<file path="config.mk">
export PLATFORM = sky130hd
export DESIGN_NAME = rpft_ctrl
export DESIGN_NICKNAME = d
export VERILOG_FILES = /design/src/hdl/rpft_pkg.sv /design/src/hdl/rpft_ctrl.sv
export SDC_FILE = /design/constraint.sdc
export NUM_CORES = 1
export LEC_CHECK = 0
export BUFFER_PORTS_ARGS = -buffer_cell sky130_fd_sc_hd__buf_2
export CAP_MARGIN = 0
export CORE_AREA = 2 2 39 41
export CTS_BUF_LIST = sky130_fd_sc_hd__clkbuf_4 sky130_fd_sc_hd__clkbuf_8 sky130_fd_sc_hd__clkbuf_16
export CTS_CLUSTER_SIZE = 12
export DETAILED_ROUTE_END_ITERATION = 8
export DIE_AREA = 0 0 41 43
export SLEW_MARGIN = 0
export SYNTH_ARGS = -nofsm -noshare
export SYNTH_HDL_FRONTEND = slang
export SYNTH_SLANG_ARGS = --single-unit
export TNS_END_PERCENT = 50
</file>
<file path="constraint.sdc">
create_clock -name clk -period 2.19 [get_ports clk]
set_clock_uncertainty 0.15 [all_clocks]
set_input_delay 0.219 -clock clk [delete_from_list [all_inputs] [get_ports clk]]
set_output_delay 0.219 -clock clk [all_outputs]
set_load 0.1 [all_outputs]
</file>
<file path="src/hdl/rpft_pkg.sv">
// Package for the request pool tracker: command, status and entry-state codes,
// and the command/status records between the controller and the datapath.
// No dependencies.
package rpft_pkg;

  localparam int CMD_W = 3;
  localparam int NODE_W = 16;
  localparam int THR_W = 10;
  localparam int IDX_W = 10;
  localparam int STAT_W = 2;
  localparam int CNT_W = 11;

  typedef enum logic [CMD_W-1:0] {
    CMD_ALLOC  = 3'd0,
    CMD_LOOKUP = 3'd1,
    CMD_DETACH = 3'd2,
    CMD_FREE   = 3'd3,
    CMD_FREEALL = 3'd4
  } cmd_t;

  typedef enum logic [STAT_W-1:0] {
    ST_OK       = 2'd0,
    ST_FULL     = 2'd1,
    ST_NOMATCH  = 2'd2,
    ST_DBLFREE  = 2'd3
  } status_t;

  typedef enum logic [1:0] {
    ES_FREE     = 2'd0,
    ES_QUEUED   = 2'd1,
    ES_DETACHED = 2'd2
  } entry_state_t;

  typedef enum logic [3:0] {
    S_CLEAR,
    S_IDLE,
    S_DECODE,
    S_ALLOC,
    S_WALK_RD,
    S_WALK_EV,
    S_FREE_PUSH,
    S_DONE,
    S_OUT
  } state_t;

  typedef struct packed {
    logic clear_step;
    logic load;
    logic decode;
    logic alloc;
    logic walk_rd;
    logic walk_ev;
    logic free_push;
    logic finish;
    logic out_valid;
  } ctl_cmd_t;

  typedef struct packed {
    logic clear_done;
    logic is_alloc;
    logic is_walk;
    logic is_push;
    logic is_done;
    logic walk_end;
    logic walk_hit;
    logic walk_more_push;
  } ctl_stat_t;

endpackage

</file>
<file path="src/hdl/rpft_ctrl.sv">
// Controller state machine for the request pool tracker.
// Depends on rpft_pkg.
module rpft_ctrl import rpft_pkg::*; (
  input  logic      clk,
  input  logic      rst_n,
  input  logic      in_fire,
  input  logic      out_fire,
  input  ctl_stat_t st,
  output ctl_cmd_t  cmd,
  output logic      in_ready
);

  state_t state_r, state_nxt;

  always_ff @(posedge clk) begin
    if (!rst_n) begin
      state_r <= S_CLEAR;
    end else begin
      state_r <= state_nxt;
    end
  end

  always_comb begin
    state_nxt = state_r;
    case (state_r)
      S_CLEAR: begin
        if (st.clear_done) state_nxt = S_IDLE;
      end
      S_IDLE: begin
        if (in_fire) state_nxt = S_DECODE;
      end
      S_DECODE: begin
        if (st.is_alloc) state_nxt = S_ALLOC;
        else if (st.is_walk) state_nxt = S_WALK_RD;
        else if (st.is_push) state_nxt = S_FREE_PUSH;
        else state_nxt = S_DONE;
      end
      S_ALLOC: state_nxt = S_DONE;
      S_WALK_RD: state_nxt = S_WALK_EV;
      S_WALK_EV: begin
        if (st.walk_end) begin
          state_nxt = st.is_push ? S_FREE_PUSH : S_DONE;
        end else if (st.walk_hit) begin
          state_nxt = st.is_push ? S_FREE_PUSH : S_DONE;
        end else begin
          state_nxt = S_WALK_RD;
        end
      end
      S_FREE_PUSH: state_nxt = st.walk_more_push ? S_WALK_RD : S_DONE;
      S_DONE: state_nxt = S_OUT;
      S_OUT: begin
        if (out_fire) state_nxt = S_IDLE;
      end
      default: state_nxt = S_IDLE;
    endcase
  end

  always_comb begin
    cmd = '0;
    in_ready = 1'b0;
    case (state_r)
      S_CLEAR: cmd.clear_step = 1'b1;
      S_IDLE: begin
        in_ready = 1'b1;
        cmd.load = in_fire;
      end
      S_DECODE: cmd.decode = 1'b1;
      S_ALLOC: cmd.alloc = 1'b1;
      S_WALK_RD: cmd.walk_rd = 1'b1;
      S_WALK_EV: cmd.walk_ev = 1'b1;
      S_FREE_PUSH: cmd.free_push = 1'b1;
      S_DONE: cmd.finish = 1'b1;
      S_OUT: cmd.out_valid = 1'b1;
      default: cmd = '0;
    endcase
  end

endmodule

</file>
==> impl_metrics.csv, run 1 <==
group,metric,value,unit
status,outcome,"completed",
power_and_ir_drop,power_density,632,nW/um^2
sta,tightest_slew,475,ps
worst_setup_path,start_kind,"register",
power_and_ir_drop,swShare,0.463,
clock_tree,cts_tree,"yes",
die,die_width,41,um
yosys,synth_top_cell_by_area,"dfxtp_1",
die,core.rowCount,14,
drt,dr.pass1.iters,4,
cells_and_area,fillers,154,
sta,hold_violations,0,
hold_path,min_path_cells,3,
drt,initialDrtViolationCount,5,
power_and_ir_drop,intPower,185,uW
power_and_ir_drop,ir_drop,0.206,mV
global_routing,overflow,0,
yosys,synth_edf_count,0,
yosys,netlist_top_cells_area,"dfxtp_1, nand2b_1, nor2_1",
clock_tree,cts_setup_buffers,0,
sta,fin_crit_sh,0.918,
clock_tree,cts_root_buf,"clkbuf_4",
clock_tree,clock_latency,230,ps
power_and_ir_drop,seqPwrFrac,0.258,
die,die_height,43,um
power_and_ir_drop,combPwrFrac,0.475,
hold_path,min_from,"rst_n",
drt,wl_per_cell,10.7,um
sta,relSlewSlack,0.683,
global_routing,grtUsageTotal,0.116,
clock_tree,cts_buffers,3,
hold_path,holdPathEnd,"state_r[3]",
cells_and_area,nNetsFinal,87,
placement,place_ws,436,ps
cells_and_area,layout_common_cells,"buf_2, nand2b_1, nor2_1",
placement,routabilityCongestion,0.749,
yosys,yosysUniqueCellTypes,22,
cells_and_area,synthToLayoutAreaGrowth,51.4,%
worst_setup_path,critPathCaptureType,"output pin",
sta,setup_ws,180,ps
sta,fmax,497,MHz
run,max_cap_viol_count,0,
drt,drc,0,
sta,tns,0,ps
cells_and_area,final_common_cell,"buf_2",
cells_and_area,reg_top3,"state_r (4)",
yosys,synth-main-ff-cell,"dfxtp_1",
worst_setup_path,path_cells,"nand2_1, nor2_2, buf_2",
clock_tree,hold_buffers,0,
die,pin_count,22,
cells_and_area,diodes,0,
drt,num_vias,427,
power_and_ir_drop,clkPwrFrac,0.266,
sta,finalSetupViolCount,0,
worst_setup_path,rr_startpoint,"state_r[0]",
placement,portBuffers,20,
clock_tree,postCtsResizedCells,0,
die,initial_core_util,0.260,
global_routing,grt_pass1_wl,1390,um
global_routing,grt_max_degree,13,
worst_setup_path,reg2reg_depth,5,
worst_setup_path,path_max_fanout,12,
yosys,async_flop_share,0,
clock_tree,clk_pin_slew,40,ps
yosys,synth_seq_area_share,0.222,
power_and_ir_drop,fin_total_pwr,345,uW
drt,avgViaCountPerCell,4.80,
yosys,ys_ff_latch,4,
global_routing,antenna_found_initial,0,
worst_setup_path,slowest_delay,610,ps
placement,dp_hpwl,802,um
drt,postRouteAntennaNets,0,
global_routing,grt_pass1_vias,381,
sta,maxSlewViolCount,0,
yosys,netlist_instances,51,
clock_tree,htreeDepth,1,
worst_setup_path,worstSetupPathType,"reg2out",
clock_tree,cts.sinks,4,
worst_setup_path,worst-r2r-setup-slack,510,ps
worst_setup_path,required,1820,ps
sta,post-route-min-period,2010,ps
sta,rsz0062_at_grt,"no",
cells_and_area,regMostFlops,"state_r",
cells_and_area,drive_gt1_frac,0.452,
drt,totalWireLength,951,um
cells_and_area,final_cells,89,
yosys,synth_fp_nets,63,
hold_path,hp-class,"in2reg",
yosys,syn_avg_cell_area,7.07,um^2
yosys,yosys_warnings,0,
yosys,synth_top_cell_area_share,0.222,
power_and_ir_drop,p_sw,160,uW
power_and_ir_drop,power.leakage,0.262,nW
die,core_area,1380,um^2
placement,dp.cells,86,
die,die-area,1760,um^2
worst_setup_path,crit_slowest_cell,"dfxtp_1",
worst_setup_path,critPathArrivalTime,1640,ps
yosys,synth_area,360,um^2
cells_and_area,largest_reg_flops,4,
worst_setup_path,reg2reg_to,"state_r[0]",
clock_tree,clockBufferDepth,2,
## worst max path at each step
stage	startpoint	to	slack (ps)	cells past startpoint
final	state_r[2]	cmd[1]	180	3
after global routing	state_r[2]	cmd[1]	110	3
after CTS	state_r[0]	cmd[6]	180	4
after detailed placement	state_r[0]	cmd[6]	440	4
after global placement	state_r[2]	cmd[1]	430	3
after floorplan	state_r[1]	cmd[4]	-220	3
## synth_stat cells (all sizes together), types with 2 or more instances
library cell / n
nor2b: 2
dfxtp: 4
nand2b: 6
o21ai: 2
nand2: 4
a21oi: 3
nor2: 9
nor3: 3
inv: 3
buf: 3
## power by group through the flow
stage | Combinational, mW | Sequential (mW) | Clock, mW
CTS | 0.165 | 0.0889 | 0.0951
floorplan | 0.139 | 0.0832 | 0
finish | 0.164 | 0.0891 | 0.0918
global placement | 0.163 | 0.0906 | 0
global route | 0.174 | 0.0899 | 0.0982
detailed placement | 0.165 | 0.0901 | 0
## worst max-delay path, delay by kind of cell (launching register included)
kind / cells / cell delay, ps
buf+inv: 1 / 440
flops: 1 / 610
simple gates: 2 / 360
## cells by family (layout without fill, tap and decap cells)
group                  after synthesis  count (layout)  synth area share
AO/OA/AOI/OAI                       11              11             0.226
AND/OR/NAND/NOR                     29              29             0.451
buffers and inverters                6              28            0.0729
flip-flops                           4               4             0.222
multiplexers                         1               1            0.0278
## stage by stage
stage	cell area [um^2]	utilization	hold slack (ps)
2_1_floorplan	388	-	183
3_3_place_gp	523	0.378	323
3_5_place_dp	523	0.378	326
4_1_cts	546	0.394	79.8
5_1_grt	546	0.394	108
6_report	546	0.394	83.7
## routing by layer
| layer | wire (um) | GRT usage | share of wire |
|---|---|---|---|
| met5 | 0 | 0 | 0 |
| met4 | 0 | 0.0400 | 0 |
| met3 | 54 | 0.0314 | 0.057 |
| met2 | 481 | 0.209 | 0.51 |
| met1 | 415 | 0.119 | 0.44 |
## layout make-up
cell class | count | area [um^2] | share of cell area
multi-input combinational | 41 | 282 | 0.516
tap | 16 | 20.0 | 0.0367
clock buffer | 3 | 22.5 | 0.0413
timing repair buffer | 22 | 130 | 0.239
sequential | 4 | 80.1 | 0.147
inverter | 3 | 11.3 | 0.0206
Note: power is estimated with default switching activity, not from simulation.
==> run 2: changes to the inputs <==
==> constraint.sdc (replaced) <==
create_clock -name clk -period 2.19 [get_ports clk]
set_clock_uncertainty 0.15 [all_clocks]
set_input_delay 0.1095 -clock clk [delete_from_list [all_inputs] [get_ports clk]]
set_output_delay 0.1095 -clock clk [all_outputs]
set_load 0.1 [all_outputs]
==> impl_metrics.csv, run 2 (synthesized netlist as in run 1, its figures left out) <==
group,metric,value,unit
sta,setup_ws,157,ps
drt,avgViaCountPerCell,4.78,
sta,rsz0062_at_grt,"no",
power_and_ir_drop,intPower,179,uW
hold_path,min_path_cells,4,
sta,fmax,492,MHz
run,max_cap_viol_count,0,
drt,drc,0,
power_and_ir_drop,p_sw,155,uW
hold_path,hp-class,"in2reg",
power_and_ir_drop,ir_drop,0.215,mV
global_routing,grt_pass1_wl,1310,um
clock_tree,clock_latency,230,ps
cells_and_area,final_common_cell,"buf_2",
worst_setup_path,required,1930,ps
cells_and_area,regMostFlops,"state_r",
global_routing,grt_pass1_vias,354,
worst_setup_path,crit_slowest_cell,"dfxtp_1",
worst_setup_path,path_cells,"or4b_4, inv_1, buf_2",
cells_and_area,final_cells,89,
die,core.rowCount,14,
clock_tree,cts_buffers,3,
sta,post-route-min-period,2030,ps
cells_and_area,synthToLayoutAreaGrowth,45.5,%
worst_setup_path,start_kind,"register",
cells_and_area,drive_gt1_frac,0.411,
sta,fin_crit_sh,0.928,
cells_and_area,diodes,0,
clock_tree,cts_root_buf,"clkbuf_4",
cells_and_area,fillers,153,
placement,portBuffers,20,
cells_and_area,layout_common_cells,"buf_2, nor2_1, nand2b_1",
sta,finalSetupViolCount,0,
sta,hold_violations,0,
die,die_height,43,um
drt,initialDrtViolationCount,20,
global_routing,antenna_found_initial,0,
worst_setup_path,reg2reg_to,"state_r[0]",
die,initial_core_util,0.260,
power_and_ir_drop,power.leakage,0.258,nW
clock_tree,htreeDepth,1,
sta,maxSlewViolCount,0,
worst_setup_path,path_max_fanout,11,
worst_setup_path,slowest_delay,530,ps
clock_tree,clockBufferDepth,2,
die,die_width,41,um
drt,wl_per_cell,9.72,um
placement,place_ws,400,ps
global_routing,grt_max_degree,14,
placement,dp_hpwl,705,um
worst_setup_path,worst-r2r-setup-slack,540,ps
clock_tree,cts_setup_buffers,0,
placement,dp.cells,85,
drt,totalWireLength,865,um
clock_tree,cts.sinks,4,
hold_path,holdPathEnd,"state_r[0]",
clock_tree,cts_tree,"yes",
global_routing,overflow,0,
power_and_ir_drop,clkPwrFrac,0.269,
power_and_ir_drop,power_density,636,nW/um^2
cells_and_area,nNetsFinal,87,
die,core_area,1380,um^2
status,outcome,"completed",
power_and_ir_drop,seqPwrFrac,0.281,
placement,routabilityCongestion,0.704,
drt,dr.pass1.iters,4,
power_and_ir_drop,combPwrFrac,0.451,
drt,num_vias,425,
sta,relSlewSlack,0.667,
die,pin_count,22,
sta,tightest_slew,499,ps
worst_setup_path,critPathCaptureType,"output pin",
worst_setup_path,critPathArrivalTime,1770,ps
global_routing,grtUsageTotal,0.108,
cells_and_area,reg_top3,"state_r (4)",
clock_tree,clk_pin_slew,40,ps
die,die-area,1760,um^2
drt,postRouteAntennaNets,0,
hold_path,min_from,"st[4]",
cells_and_area,largest_reg_flops,4,
worst_setup_path,reg2reg_depth,4,
worst_setup_path,worstSetupPathType,"reg2out",
worst_setup_path,rr_startpoint,"state_r[1]",
power_and_ir_drop,swShare,0.464,
-- run 2: cell count changes in the layout (fill, tap and decap cells not counted) --
cell	change
buf_2	+1
dlygate4sd3_1	+1
buf_12	-1
and2_2	-1
nor2_4	-1
buf_4	-1
and2_1	+1
nor2_1	+1
-- run 2: per-layer routing --
metal	up-vias	wire, um	GRT usage
met5	-	0	0
met4	0	0	0.0400
met3	0	88	0.0314
met2	17	418	0.188
met1	186	359	0.115
li1	222	-	-
-- run 2: critical path, delay by kind of cell (launching register included) --
kind / cells / cell delay [ps]
flops: 1 / 530
simple gates: 1 / 530
buf+inv: 2 / 480
-- run 2: layout make-up --
cell class              count  area (um^2)  area share
clock buffers               3         22.5      0.0430
inverters                   3         11.3      0.0215
multi-input cells          41          273       0.520
flip-flops and latches      4         80.1       0.153
well taps                  16         20.0      0.0382
repair buffers             22          118       0.224
-- run 2: worst max-delay path by stage --
stage | from | endpoint | slack, ps | cells past startpoint
floorplan | state_r[1] | cmd[7] | -460 | 4
global placement | state_r[1] | cmd[6] | 410 | 3
detailed placement | state_r[1] | cmd[6] | 400 | 3
CTS | state_r[1] | cmd[6] | 160 | 3
global route | state_r[1] | cmd[6] | 90 | 3
finish | state_r[1] | cmd[6] | 160 | 3
-- run 2: stage by stage --
| stage | hold WS, ps | setup TNS, ps | utilization | area, um^2 | power (mW) |
|---|---|---|---|---|---|
| 3_5_place_dp | 209 | 0 | 0.355 | 492 | 0.244 |
| 5_1_grt | 61.9 | 0 | 0.379 | 524 | 0.357 |
| 6_report | 43.0 | 0 | 0.379 | 524 | 0.333 |
| 3_3_place_gp | 202 | 0 | 0.355 | 492 | 0.244 |
| 2_1_floorplan | 73.3 | -707 | - | 385 | 0.219 |
| 4_1_cts | 50.1 | 0 | 0.379 | 524 | 0.338 |
-- run 2: what timing repair did --
action / 4_1_cts / 5_1_grt
endpoints found under the setup margin: 0 / 0
gates resized for setup: 0 / 0
hold buffers: 1 / 0
endpoints found under the hold margin: 1 / 0
-- run 2: power groups by stage --
stage / clock network (mW) / logic, mW / registers [mW]
after floorplan: 0 / 0.136 / 0.0834
after global placement: 0 / 0.149 / 0.0948
after detailed placement: 0 / 0.150 / 0.0943
after CTS: 0.0934 / 0.151 / 0.0930
after global routing: 0.100 / 0.162 / 0.0948
final: 0.0895 / 0.150 / 0.0935
==> run 3: changes to the inputs <==
Settings changed: SETUP_SLACK_MARGIN set to 0.2.
==> impl_metrics.csv, run 3 (synthesized netlist as in run 1, its figures left out) <==
group,metric,value,unit
status,outcome,"completed",
worst_setup_path,worstSetupPathType,"reg2out",
drt,initialDrtViolationCount,4,
cells_and_area,diodes,0,
sta,maxSlewViolCount,0,
die,initial_core_util,0.260,
clock_tree,cts.sinks,4,
placement,dp.cells,85,
clock_tree,cts_root_buf,"clkbuf_4",
global_routing,grtUsageTotal,0.107,
global_routing,overflow,0,
worst_setup_path,path_cells,"or4b_4, inv_1, buf_4",
clock_tree,clockBufferDepth,2,
global_routing,antenna_found_initial,0,
clock_tree,cts_buffers,3,
sta,tightest_slew,475,ps
worst_setup_path,critPathArrivalTime,1630,ps
cells_and_area,regMostFlops,"state_r",
sta,rsz0062_at_grt,"no",
global_routing,grt_pass1_wl,1320,um
worst_setup_path,path_max_fanout,11,
sta,fmax,529,MHz
drt,postRouteAntennaNets,0,
worst_setup_path,slowest_delay,530,ps
clock_tree,cts_setup_buffers,0,
cells_and_area,final_common_cell,"buf_2",
clock_tree,cts_tree,"yes",
cells_and_area,largest_reg_flops,4,
die,pin_count,22,
die,core.rowCount,14,
worst_setup_path,worst-r2r-setup-slack,560,ps
worst_setup_path,critPathLaunch,"state_r[1]",
hold_path,hp-class,"in2reg",
drt,totalWireLength,883,um
worst_setup_path,start_kind,"register",
sta,holdWs,33.8,ps
cells_and_area,reg_top3,"state_r (4)",
drt,drc,0,
placement,dp_hpwl,737,um
drt,avgViaCountPerCell,4.55,
power_and_ir_drop,fin_total_pwr,343,uW
sta,fin_crit_sh,0.863,
global_routing,grt_pass1_vias,356,
cells_and_area,nNetsFinal,87,
drt,wl_per_cell,9.92,um
cells_and_area,final_cells,89,
clock_tree,clock_latency,230,ps
sta,relSlewSlack,0.683,
sta,post-route-min-period,1890,ps
power_and_ir_drop,ir_drop,0.219,mV
worst_setup_path,critPathCaptureType,"output pin",
run,max_cap_viol_count,0,
worst_setup_path,reg2reg_to,"state_r[0]",
worst_setup_path,required,1930,ps
power_and_ir_drop,power_density,632,nW/um^2
cells_and_area,layout_common_cells,"buf_2, nor2_1, nand2b_1",
drt,num_vias,405,
cells_and_area,synthToLayoutAreaGrowth,50.3,%
drt,dr.pass1.iters,4,
clock_tree,clk_pin_slew,40,ps
power_and_ir_drop,power.leakage,0.261,nW
clock_tree,htreeDepth,1,
die,die-area,1760,um^2
sta,hold_violations,0,
placement,routabilityCongestion,0.702,
global_routing,grt_max_degree,13,
die,die_width,41,um
cells_and_area,drive_gt1_frac,0.425,
placement,portBuffers,20,
die,core_area,1380,um^2
sta,finalSetupViolCount,0,
worst_setup_path,reg2reg_depth,4,
worst_setup_path,crit_end,"cmd[6]",
worst_setup_path,crit_slowest_cell,"or4b_4",
sta,tns,0,ps
worst_setup_path,rr_startpoint,"state_r[1]",
die,die_height,43,um
## run 3: worst max-delay path: cells and delay by family, from the launching register on
kind	cells	cell delay [ps]
AND/OR/NAND/NOR	1	530
flip-flops	1	520
buffers and inverters	2	350
## run 3: stage by stage
| stage | utilization | area, um^2 | setup WS, ps |
|---|---|---|---|
| floorplan | - | 398 | -129 |
| global placement | 0.364 | 504 | 417 |
| detailed placement | 0.364 | 504 | 411 |
| CTS | 0.390 | 539 | 241 |
| global route | 0.392 | 542 | 215 |
| finish | 0.392 | 542 | 299 |
## run 3: what timing repair did
action	CTS	global route
setup endpoints to repair	1	1
resized for setup	1	1
hold buffers	1	0
endpoints found under the hold margin	2	0
cloned	0	0
pin swaps	0	0
## run 3: where the power goes
group / total [mW] / leakage, nW / switching, mW / internal, mW
clock network: 0.0869 / 0.0138 / 0.0259 / 0.0610
logic: 0.163 / 0.215 / 0.115 / 0.0475
registers: 0.0931 / 0.0326 / 0.0152 / 0.0779
total: 0.343 / 0.261 / 0.156 / 0.186
## run 3: cell type report
class / instances / area, um^2
Clock buffer: 3 / 22.5
Tap cell: 16 / 20.0
Inverter: 3 / 11.3
Multi-Input combinational cell: 41 / 285
Fill cell: 161 / 842
Timing Repair Buffer: 22 / 123
Sequential cell: 4 / 80.1
## run 3: how the worst min path moves through the flow
stage / slack (ps) / startpoint / depth (start not counted) / to
6_report: 30 / st[4] / 4 / state_r[0]
5_1_grt: 70 / st[4] / 4 / state_r[0]
4_1_cts: 30 / st[4] / 4 / state_r[0]
3_5_place_dp: 210 / rst_n / 3 / state_r[3]
3_3_place_gp: 200 / rst_n / 3 / state_r[3]
2_1_floorplan: 70 / rst_n / 2 / state_r[3]
## run 3: metal layers
metal,part of all wire,wire [um],vias to the layer above,global-route usage
li1,-,-,223,-
met1,0.45,401,168,0.119
met2,0.49,432,14,0.181
met3,0.055,49,0,0.0471
met4,0,0,0,0.0200
met5,0,0,-,0
